$ cat config.mk
export PLATFORM = sky130hd
export DESIGN_NAME = velocity_smoothstep_gain_curve_unit
export DESIGN_NICKNAME = d
export VERILOG_FILES = /design/src/sv/vsgc_pkg.sv /design/src/sv/vsgc_front.sv /design/src/sv/vsgc_queue.sv /design/src/sv/vsgc_back.sv /design/src/sv/velocity_smoothstep_gain_curve_unit.sv
export SDC_FILE = /design/constraint.sdc
export NUM_CORES = 2
export LEC_CHECK = 0
export ABC_AREA = 1
export BUFFER_PORTS_ARGS = -buffer_cell sky130_fd_sc_hd__buf_2
export CAP_MARGIN = 10
export CORE_ASPECT_RATIO = 0.6
export CORE_MARGIN = 8
export CORE_UTILIZATION = 39
export DETAILED_ROUTE_END_ITERATION = 6
export HOLD_SLACK_MARGIN = 0.02
export PLACE_DENSITY = 0.53
export SYNTH_ARGS = -nofsm -noshare
export SYNTH_HDL_FRONTEND = slang
export SYNTH_SLANG_ARGS = --single-unit
export TNS_END_PERCENT = 20
$ cat constraint.sdc
create_clock -name clock -period 19.8 [get_ports clock]
set_clock_uncertainty 0.1 [all_clocks]
set_input_delay 0.99 -clock clock [delete_from_list [all_inputs] [get_ports clock]]
set_output_delay 0.99 -clock clock [all_outputs]
set_load 0.005 [all_outputs]
$ cat src/sv/vsgc_pkg.sv
// Shared types, constants and preset tables of the velocity gain curve unit.
`default_nettype none
package vsgc_pkg;

   localparam int VALUE_W             = 16;
   localparam int CSR_INDEX_W         = 3;
   localparam int QUEUE_DEPTH_DEFAULT = 4;
   localparam int DIV_STEPS           = 16;

   localparam logic [VALUE_W-1:0] GAIN_ONE     = 16'd16384;
   localparam logic [17:0]        SMOOTH_THREE = 18'd196608;
   localparam logic [31:0]        ROUND_HALF   = 32'd32768;

   localparam logic [CSR_INDEX_W-1:0] CSR_CURVE_PRESET   = 3'd0;
   localparam logic [CSR_INDEX_W-1:0] CSR_LOW_THRESHOLD  = 3'd1;
   localparam logic [CSR_INDEX_W-1:0] CSR_HIGH_THRESHOLD = 3'd2;
   localparam logic [CSR_INDEX_W-1:0] CSR_LOW_GAIN       = 3'd3;
   localparam logic [CSR_INDEX_W-1:0] CSR_MID_GAIN       = 3'd4;
   localparam logic [CSR_INDEX_W-1:0] CSR_HIGH_GAIN      = 3'd5;

   typedef enum logic [2:0] {
      PRESET_LINEAR   = 3'd0,
      PRESET_S_CURVE  = 3'd1,
      PRESET_ONE_TAP  = 3'd2,
      PRESET_RED_ZONE = 3'd3,
      PRESET_CUSTOM   = 3'd4
   } preset_type;

   typedef struct packed {
      logic [VALUE_W-1:0] lo_thr;
      logic [VALUE_W-1:0] hi_thr;
      logic [VALUE_W-1:0] g_lo;
      logic [VALUE_W-1:0] g_mid;
      logic [VALUE_W-1:0] g_hi;
   } curve_type;

   typedef enum logic {
      KIND_DIRECT = 1'b0,
      KIND_BLEND  = 1'b1
   } entry_kind_type;

   // A direct entry carries its finished gain in g_lo.
   typedef struct packed {
      entry_kind_type     kind;
      logic [VALUE_W-1:0] num;
      logic [VALUE_W-1:0] den;
      logic [VALUE_W-1:0] g_lo;
      logic [VALUE_W-1:0] g_mid;
      logic [VALUE_W-1:0] g_hi;
   } queue_entry_type;

   typedef enum logic [2:0] {
      B_IDLE   = 3'd0,
      B_DIVIDE = 3'd1,
      B_SQUARE = 3'd2,
      B_CUBE   = 3'd3,
      B_SCALE  = 3'd4,
      B_EMIT   = 3'd5
   } back_state_type;

   typedef struct packed {
      logic pop;
      logic load_div;
      logic div_step;
      logic do_square;
      logic do_cube;
      logic do_scale;
      logic emit_direct;
      logic emit_blend;
   } back_ctrl_type;

   function automatic curve_type builtin_curve(input preset_type preset);
      curve_type c;
      case (preset)
         PRESET_S_CURVE:  c = '{16'd77,  16'd1024, 16'd13926, 16'd16384, 16'd18842};
         PRESET_ONE_TAP:  c = '{16'd51,  16'd768,  16'd11469, 16'd15565, 16'd18022};
         PRESET_RED_ZONE: c = '{16'd128, 16'd1536, 16'd14746, 16'd16384, 16'd21299};
         default:         c = '{16'd0,   16'd0,    GAIN_ONE,  GAIN_ONE,  GAIN_ONE};
      endcase
      return c;
   endfunction

endpackage
`default_nettype wire

$ cat src/sv/vsgc_front.sv
// Front end: holds the configuration registers and classifies each velocity beat.
`default_nettype none
module vsgc_front (
   input  logic                                clock,
   input  logic                                reset,
   input  logic                                req_valid,
   output logic                                req_ready,
   input  logic [vsgc_pkg::VALUE_W-1:0]        req_velocity,
   input  logic                                csr_we,
   input  logic [vsgc_pkg::CSR_INDEX_W-1:0]    csr_index,
   input  logic [vsgc_pkg::VALUE_W-1:0]        csr_wdata,
   input  logic                                q_full,
   output logic                                q_push,
   output vsgc_pkg::queue_entry_type           q_entry
);
   import vsgc_pkg::*;

   preset_type         preset_ff;
   logic [VALUE_W-1:0] lo_thr_ff;
   logic [VALUE_W-1:0] hi_thr_ff;
   logic [VALUE_W-1:0] g_lo_ff;
   logic [VALUE_W-1:0] g_mid_ff;
   logic [VALUE_W-1:0] g_hi_ff;
   curve_type          curve;
   logic               linear;

   always_ff @(posedge clock) begin
      if (reset) begin
         preset_ff <= PRESET_LINEAR;
         lo_thr_ff <= 16'd128;
         hi_thr_ff <= 16'd1280;
         g_lo_ff   <= GAIN_ONE;
         g_mid_ff  <= GAIN_ONE;
         g_hi_ff   <= GAIN_ONE;
      end else if (csr_we) begin
         case (csr_index)
            CSR_CURVE_PRESET:   preset_ff <= preset_type'(csr_wdata[2:0]);
            CSR_LOW_THRESHOLD:  lo_thr_ff <= csr_wdata;
            CSR_HIGH_THRESHOLD: hi_thr_ff <= csr_wdata;
            CSR_LOW_GAIN:       g_lo_ff   <= csr_wdata;
            CSR_MID_GAIN:       g_mid_ff  <= csr_wdata;
            CSR_HIGH_GAIN:      g_hi_ff   <= csr_wdata;
            default: ;
         endcase
      end
   end

   always_comb begin
      linear = 1'b0;
      case (preset_ff)
         PRESET_S_CURVE, PRESET_ONE_TAP, PRESET_RED_ZONE: curve = builtin_curve(preset_ff);
         PRESET_CUSTOM: curve = '{lo_thr_ff, hi_thr_ff, g_lo_ff, g_mid_ff, g_hi_ff};
         default: begin
            curve  = builtin_curve(PRESET_LINEAR);
            linear = 1'b1;
         end
      endcase
   end

   always_comb begin
      q_entry.num   = req_velocity - curve.lo_thr;
      q_entry.den   = curve.hi_thr - curve.lo_thr;
      q_entry.g_mid = curve.g_mid;
      q_entry.g_hi  = curve.g_hi;
      q_entry.kind  = KIND_DIRECT;
      if (linear) begin
         q_entry.g_lo = GAIN_ONE;
      end else if (req_velocity <= curve.lo_thr) begin
         q_entry.g_lo = curve.g_lo;
      end else if (req_velocity >= curve.hi_thr) begin
         q_entry.g_lo = curve.g_hi;
      end else begin
         q_entry.g_lo = curve.g_lo;
         q_entry.kind = KIND_BLEND;
      end
   end

   assign req_ready = !q_full;
   assign q_push    = req_valid && !q_full;

endmodule
`default_nettype wire

$ cat src/sv/vsgc_queue.sv
// Small FIFO of classified entries between the front end and the back end.
`default_nettype none
module vsgc_queue #(
   parameter int DEPTH = vsgc_pkg::QUEUE_DEPTH_DEFAULT
) (
   input  logic                       clock,
   input  logic                       reset,
   input  logic                       push,
   input  vsgc_pkg::queue_entry_type  push_entry,
   input  logic                       pop,
   output vsgc_pkg::queue_entry_type  head,
   output logic                       full,
   output logic                       empty
);
   import vsgc_pkg::*;

   localparam int PTR_W = (DEPTH > 1) ? $clog2(DEPTH) : 1;
   localparam int CNT_W = $clog2(DEPTH + 1);

   queue_entry_type  mem_ff [DEPTH];
   logic [PTR_W-1:0] wr_ptr_ff;
   logic [PTR_W-1:0] rd_ptr_ff;
   logic [CNT_W-1:0] count_ff;
   logic [PTR_W-1:0] wr_ptr_in;
   logic [PTR_W-1:0] rd_ptr_in;
   logic [CNT_W-1:0] count_in;

   assign full  = (count_ff == CNT_W'(DEPTH));
   assign empty = (count_ff == '0);
   assign head  = mem_ff[rd_ptr_ff];

   always_comb begin
      wr_ptr_in = wr_ptr_ff;
      rd_ptr_in = rd_ptr_ff;
      count_in  = count_ff;
      if (push) begin
         wr_ptr_in = (wr_ptr_ff == PTR_W'(DEPTH - 1)) ? '0 : wr_ptr_ff + 1'b1;
      end
      if (pop) begin
         rd_ptr_in = (rd_ptr_ff == PTR_W'(DEPTH - 1)) ? '0 : rd_ptr_ff + 1'b1;
      end
      if (push && !pop) begin
         count_in = count_ff + 1'b1;
      end else if (pop && !push) begin
         count_in = count_ff - 1'b1;
      end
   end

   always_ff @(posedge clock) begin
      if (reset) begin
         wr_ptr_ff <= '0;
         rd_ptr_ff <= '0;
         count_ff  <= '0;
      end else begin
         wr_ptr_ff <= wr_ptr_in;
         rd_ptr_ff <= rd_ptr_in;
         count_ff  <= count_in;
      end
   end

   always_ff @(posedge clock) begin
      if (push) begin
         mem_ff[wr_ptr_ff] <= push_entry;
      end
   end

endmodule
`default_nettype wire

$ cat src/sv/vsgc_back.sv
// Back end: radix-2 divider, smoothstep multiplies, gain blend and output register.
`default_nettype none
module vsgc_back (
   input  logic                            clock,
   input  logic                            reset,
   input  logic                            q_empty,
   input  vsgc_pkg::queue_entry_type       q_head,
   output logic                            q_pop,
   output logic                            rsp_valid,
   input  logic                            rsp_ready,
   output logic [vsgc_pkg::VALUE_W-1:0]    rsp_gain
);
   import vsgc_pkg::*;

   localparam int CNT_W = $clog2(DIV_STEPS);

   back_state_type     state_ff;
   back_state_type     state_in;
   back_ctrl_type      ctrl;
   logic [CNT_W-1:0]   cnt_ff;
   logic [VALUE_W-1:0] rem_ff;
   logic [VALUE_W-1:0] quo_ff;
   logic [VALUE_W-1:0] den_ff;
   logic [VALUE_W-1:0] g_lo_ff;
   logic [VALUE_W-1:0] g_mid_ff;
   logic [VALUE_W-1:0] g_hi_ff;
   logic [VALUE_W-1:0] ga_ff;
   logic [VALUE_W-1:0] gb_ff;
   logic [31:0]        sq_ff;
   logic [17:0]        term_ff;
   logic [VALUE_W-1:0] s_ff;
   logic [31:0]        mix_ff;
   logic               up_ff;
   logic               rsp_valid_ff;
   logic [VALUE_W-1:0] rsp_gain_ff;

   logic               out_free;
   logic [VALUE_W:0]   shifted;
   logic               fits;
   logic [VALUE_W-1:0] u;
   logic [31:0]        sq_in;
   logic [17:0]        term_in;
   logic [49:0]        prod;
   logic [VALUE_W-1:0] diff;
   logic [32:0]        rounded;
   logic [VALUE_W-1:0] part;
   logic [VALUE_W-1:0] blend_gain;

   assign out_free = !rsp_valid_ff || rsp_ready;

   always_comb begin
      state_in = state_ff;
      case (state_ff)
         B_IDLE: begin
            if (!q_empty && q_head.kind == KIND_BLEND) begin
               state_in = B_DIVIDE;
            end
         end
         B_DIVIDE: begin
            if (cnt_ff == CNT_W'(DIV_STEPS - 1)) begin
               state_in = B_SQUARE;
            end
         end
         B_SQUARE: state_in = B_CUBE;
         B_CUBE:   state_in = B_SCALE;
         B_SCALE:  state_in = B_EMIT;
         B_EMIT: begin
            if (out_free) begin
               state_in = B_IDLE;
            end
         end
         default:  state_in = B_IDLE;
      endcase
   end

   always_comb begin
      ctrl = '0;
      case (state_ff)
         B_IDLE: begin
            if (!q_empty) begin
               if (q_head.kind == KIND_BLEND) begin
                  ctrl.pop      = 1'b1;
                  ctrl.load_div = 1'b1;
               end else if (out_free) begin
                  ctrl.pop         = 1'b1;
                  ctrl.emit_direct = 1'b1;
               end
            end
         end
         B_DIVIDE: ctrl.div_step  = 1'b1;
         B_SQUARE: ctrl.do_square = 1'b1;
         B_CUBE:   ctrl.do_cube   = 1'b1;
         B_SCALE:  ctrl.do_scale  = 1'b1;
         B_EMIT:   ctrl.emit_blend = out_free;
         default: ;
      endcase
   end

   assign q_pop = ctrl.pop;

   always_comb begin
      shifted = {rem_ff, 1'b0};
      fits    = (shifted >= {1'b0, den_ff});
      u       = {quo_ff[VALUE_W-2:0], 1'b0};
      sq_in   = 32'(u) * 32'(u);
      term_in = SMOOTH_THREE - 18'({u, 1'b0});
      prod    = 50'(sq_ff) * 50'(term_ff);
      diff    = (gb_ff >= ga_ff) ? gb_ff - ga_ff : ga_ff - gb_ff;
      rounded = {1'b0, mix_ff} + {1'b0, ROUND_HALF};
      part    = rounded[31:16];
      blend_gain = up_ff ? ga_ff + part : ga_ff - part;
   end

   always_ff @(posedge clock) begin
      if (reset) begin
         state_ff <= B_IDLE;
      end else begin
         state_ff <= state_in;
      end
   end

   always_ff @(posedge clock) begin
      if (ctrl.load_div) begin
         rem_ff   <= q_head.num;
         quo_ff   <= '0;
         den_ff   <= q_head.den;
         g_lo_ff  <= q_head.g_lo;
         g_mid_ff <= q_head.g_mid;
         g_hi_ff  <= q_head.g_hi;
         cnt_ff   <= '0;
      end
      if (ctrl.div_step) begin
         rem_ff <= fits ? VALUE_W'(shifted - {1'b0, den_ff}) : shifted[VALUE_W-1:0];
         quo_ff <= {quo_ff[VALUE_W-2:0], fits};
         cnt_ff <= cnt_ff + CNT_W'(1);
      end
      if (ctrl.do_square) begin
         sq_ff   <= sq_in;
         term_ff <= term_in;
         ga_ff   <= quo_ff[VALUE_W-1] ? g_mid_ff : g_lo_ff;
         gb_ff   <= quo_ff[VALUE_W-1] ? g_hi_ff : g_mid_ff;
      end
      if (ctrl.do_cube) begin
         s_ff <= prod[47:32];
      end
      if (ctrl.do_scale) begin
         mix_ff <= 32'(diff) * 32'(s_ff);
         up_ff  <= (gb_ff >= ga_ff);
      end
   end

   always_ff @(posedge clock) begin
      if (reset) begin
         rsp_valid_ff <= 1'b0;
      end else if (ctrl.emit_direct || ctrl.emit_blend) begin
         rsp_valid_ff <= 1'b1;
      end else if (rsp_ready) begin
         rsp_valid_ff <= 1'b0;
      end
   end

   always_ff @(posedge clock) begin
      if (ctrl.emit_direct) begin
         rsp_gain_ff <= q_head.g_lo;
      end else if (ctrl.emit_blend) begin
         rsp_gain_ff <= blend_gain;
      end
   end

   assign rsp_valid = rsp_valid_ff;
   assign rsp_gain  = rsp_gain_ff;

endmodule
`default_nettype wire

$ cat src/sv/velocity_smoothstep_gain_curve_unit.sv
// Top level of the velocity gain curve unit.
// Each velocity beat yields one Q2.14 gain beat, in order. The front end takes a
// velocity every cycle while its entry queue has room and decides at once whether
// the gain is a fixed value (linear preset, at or below the low threshold, at or
// above the high threshold) or needs a blend. A fixed-value beat is popped and
// written out once the back end is idle and the output register is free; a
// blended beat holds the back end through a load step, the bit-serial restoring
// divide that forms the normalized position, the squaring, cubic and scaling
// multiplies, and a step that rounds and writes the output register. Fixed values
// sustain one beat per cycle while each gain is accepted; the back end takes no
// new beat until a blend is written out. Configuration writes take effect at once
// and must be made while no beat is in flight.
`default_nettype none
module velocity_smoothstep_gain_curve_unit #(
   parameter int QUEUE_DEPTH = vsgc_pkg::QUEUE_DEPTH_DEFAULT
) (
   input  logic                              clock,
   input  logic                              reset,
   input  logic                              req_valid,
   output logic                              req_ready,
   input  logic [vsgc_pkg::VALUE_W-1:0]      req_velocity,
   output logic                              rsp_valid,
   input  logic                              rsp_ready,
   output logic [vsgc_pkg::VALUE_W-1:0]      rsp_gain,
   input  logic                              csr_we,
   input  logic [vsgc_pkg::CSR_INDEX_W-1:0]  csr_index,
   input  logic [vsgc_pkg::VALUE_W-1:0]      csr_wdata
);
   import vsgc_pkg::*;

   queue_entry_type push_entry;
   queue_entry_type head;
   logic            q_push;
   logic            q_pop;
   logic            q_full;
   logic            q_empty;

   vsgc_front u_front (
      .clock        (clock),
      .reset        (reset),
      .req_valid    (req_valid),
      .req_ready    (req_ready),
      .req_velocity (req_velocity),
      .csr_we       (csr_we),
      .csr_index    (csr_index),
      .csr_wdata    (csr_wdata),
      .q_full       (q_full),
      .q_push       (q_push),
      .q_entry      (push_entry)
   );

   vsgc_queue #(
      .DEPTH (QUEUE_DEPTH)
   ) u_queue (
      .clock      (clock),
      .reset      (reset),
      .push       (q_push),
      .push_entry (push_entry),
      .pop        (q_pop),
      .head       (head),
      .full       (q_full),
      .empty      (q_empty)
   );

   vsgc_back u_back (
      .clock     (clock),
      .reset     (reset),
      .q_empty   (q_empty),
      .q_head    (head),
      .q_pop     (q_pop),
      .rsp_valid (rsp_valid),
      .rsp_ready (rsp_ready),
      .rsp_gain  (rsp_gain)
   );

endmodule
`default_nettype wire

==> impl_metrics.json <==
{
  "status": "finished, final reports clean",
  "portBuffers": 57,
  "synthFlopType": "edfxtp_1",
  "period_needed_ns": 8.22,
  "crit_buf_inv": 8,
  "cts_hold_buf": 0,
  "crit_path_top_delay_cell": "fa_1",
  "reg_top3": "u_queue.mem_ff x324, u_back.sq_ff x29, u_back.mix_ff x17",
  "clock-sinks": 646,
  "finalWirelength_um": 175000,
  "timing.slew.headroom_pct": 22.5,
  "ys_ff_latch": 646,
  "seq_area_sq_um": 18400,
  "fin_area_sq_um": 63800,
  "crit_path_max_incr_delay_ns": 0.64,
  "area_growth_pct": 7.94,
  "die_h_um": 318,
  "yosysUniqueCellTypes": 56,
  "dp_hpwl_um": 132000,
  "insertion_delay_ns": 0.67,
  "slew_viol_final": 0,
  "dieArea_sq_um": 165000,
  "setup_tns_ns": 0,
  "clk_pin_slew_ns": 0.07,
  "critPathRequiredTime_ns": 20.11,
  "netlist_area_sq_um": 59100,
  "synth_top_family_by_area": "adder cells",
  "synthAdderAreaFrac_pct": 33.8,
  "grt_max_degree": 83,
  "wl_per_cell_um": 20.4,
  "synthArstFlopShare_pct": 0,
  "antenna_found_initial": 4,
  "num_rows": 110,
  "critPathKind": "flop to flop",
  "end_kind": "flop",
  "grt_overflow": 0,
  "layout_common_cells": "inv_1 (1358), nand2_1 (1312), fa_1 (716), nor2_1 (610), edfxtp_1 (550)",
  "yosys_warnings": 0,
  "fp.dieW_um": 519,
  "final_antenna_net_count": 0,
  "final_common_cell": "inv_1",
  "grt_usage_pct": 21.1,
  "crit_family": "adder cells",
  "cp_max_fo": 17,
  "arrival_ns": 8.53,
  "fin_nets": 7736,
  "yosysSeqAreaShare_pct": 31.2,
  "syn_inst": 6607,
  "dpl_cell_area_sq_um": 61400,
  "synth-xor-area-share_pct": 2.58,
  "avgSynthCellArea_sq_um": 8.95,
  "htree_levels": 3,
  "rsz0062_at_grt": "no",
  "period_share_pct": 41.5,
  "max_cap_violations": 0,
  "fillers": 14900,
  "via_count": 43800,
  "initial_core_util_pct": 39.3,
  "setup_viol": 0,
  "yosys.area_share.simple_pct": 14.0,
  "synth-edff-count": 550,
  "start_kind": "flop",
  "tritoncts": "yes",
  "layout-drive-gt1-share_pct": 3.89,
  "synthMuxAreaShare_pct": 0,
  "cts-resized-gates": 0,
  "cts-root-buf": "clkbuf_16",
  "timing.fmax_ghz": 0.122,
  "drt_first_iter_violations": 3766,
  "hold_class": "flop to flop",
  "viasPerCell": 5.09,
  "crit_top_cell": "nand2_1",
  "dr.pass1.iters": 5,
  "gp_congestion": 0.911,
  "drc_errors": 0,
  "core_area_sq_um": 150000,
  "post_cts_buffers": 0,
  "hold_viol": 0,
  "numCtsBuffers": 67,
  "top_register": "u_queue.mem_ff",
  "worstMarginPinSlew_ns": 1.15,
  "boundaryPins": 58,
  "cts_max_path_buffers": 3,
  "grt_pass1_vias": 43800,
  "multi_input_area_sq_um": 34600,
  "grt_pass1_wl_um": 271000,
  "synth_compound_area_share_pct": 8.07,
  "largest_reg_flops": 324
}
[per-layer routing]
layer / track usage [%] / vias up / routed length [um]
met3: 5.17 / 181 / 15400
met4: 3.39 / 0 / 2520
met2: 29.0 / 1501 / 68300
met5: 0 / - / 0
li1: - / 20400 / -
met1: 33.6 / 21700 / 88800
[cell families (layout without fill, tap and decap cells)]
kind of cell,after synthesis,in the layout
simple gates,2113,2113
buf+inv,1639,1609
fa+ha+maj,1166,1166
compound gates,868,868
flops,646,646
xor+xnor,173,173
other cells,2,6
[worst reg2reg max path, delay by kind of cell (launching register included)]
family	cells	cell delay (ns)
flops	1	0.38
simple gates	13	1.49
fa+ha+maj	9	4.05
buf+inv	8	1.11
compound gates	4	0.86
[per-stage QoR]
| stage | util (%) | hold slack [ns] | cells | worst slack (ns) |
|---|---|---|---|---|
| final | 42.5 | 0.356 | 8597 | 11.58 |
| after global routing | 42.5 | 0.374 | 8596 | 11.09 |
| after CTS | 42.5 | 0.356 | 8596 | 11.69 |
| after detailed placement | 40.9 | 0.347 | 8477 | 11.69 |
| after global placement | 40.9 | 0.335 | 8477 | 11.72 |
| after floorplan | - | 0.325 | 6610 | 12.65 |
[cell usage after synthesis (6+ instances only)]
library cell	number	area [sq um]
buf_2	7	35.0
o211ai_1	13	97.6
nor3_1	42	210
inv_1	1358	5100
a21o_1	18	135
xor2_1	115	1010
a31oi_1	32	200
buf_1	10	37.5
nand2_1	1312	4920
clkbuf_1	241	905
nor4_1	8	50.1
edfxtp_1	550	16500
nand3_1	90	450
nand4_1	25	156
a21oi_1	252	1260
clkinv_1	15	56.3
ha_1	450	5630
o21ai_0	404	2020
xnor2_1	57	499
nor2_1	615	2310
a211oi_1	7	52.6
o21a_1	12	90.1
dfxtp_1	96	1920
fa_1	716	14300
o22ai_1	81	507
o21bai_1	9	67.6
a21boi_0	6	45.0
[cell type report]
| cell class | instances | area share [%] |
|---|---|---|
| diodes | 1 | 0.00392 |
| clock inverters | 44 | 1.06 |
| well taps | 2016 | 3.95 |
| inverters | 1378 | 8.11 |
| clock buffers | 75 | 2.69 |
| flip-flops and latches | 646 | 28.9 |
| multi-input cells | 4325 | 54.2 |
| repair buffers | 112 | 1.09 |
[worst paths after layout]
path,to,cells past startpoint,slack [ns],from
hold / removal,u_front.g_mid_ff[8],2,0.36,u_front.g_mid_ff[8]
setup reg to reg,u_back.mix_ff[28],34,11.58,u_back.gb_ff[0]
setup / recovery,u_back.mix_ff[28],34,11.58,u_back.gb_ff[0]
hold reg to reg,u_front.g_mid_ff[8],2,0.36,u_front.g_mid_ff[8]
Power is left out: the tool's default activity adds up to more than one toggle a clock period on the data nets, which glitch-free logic cannot reach.
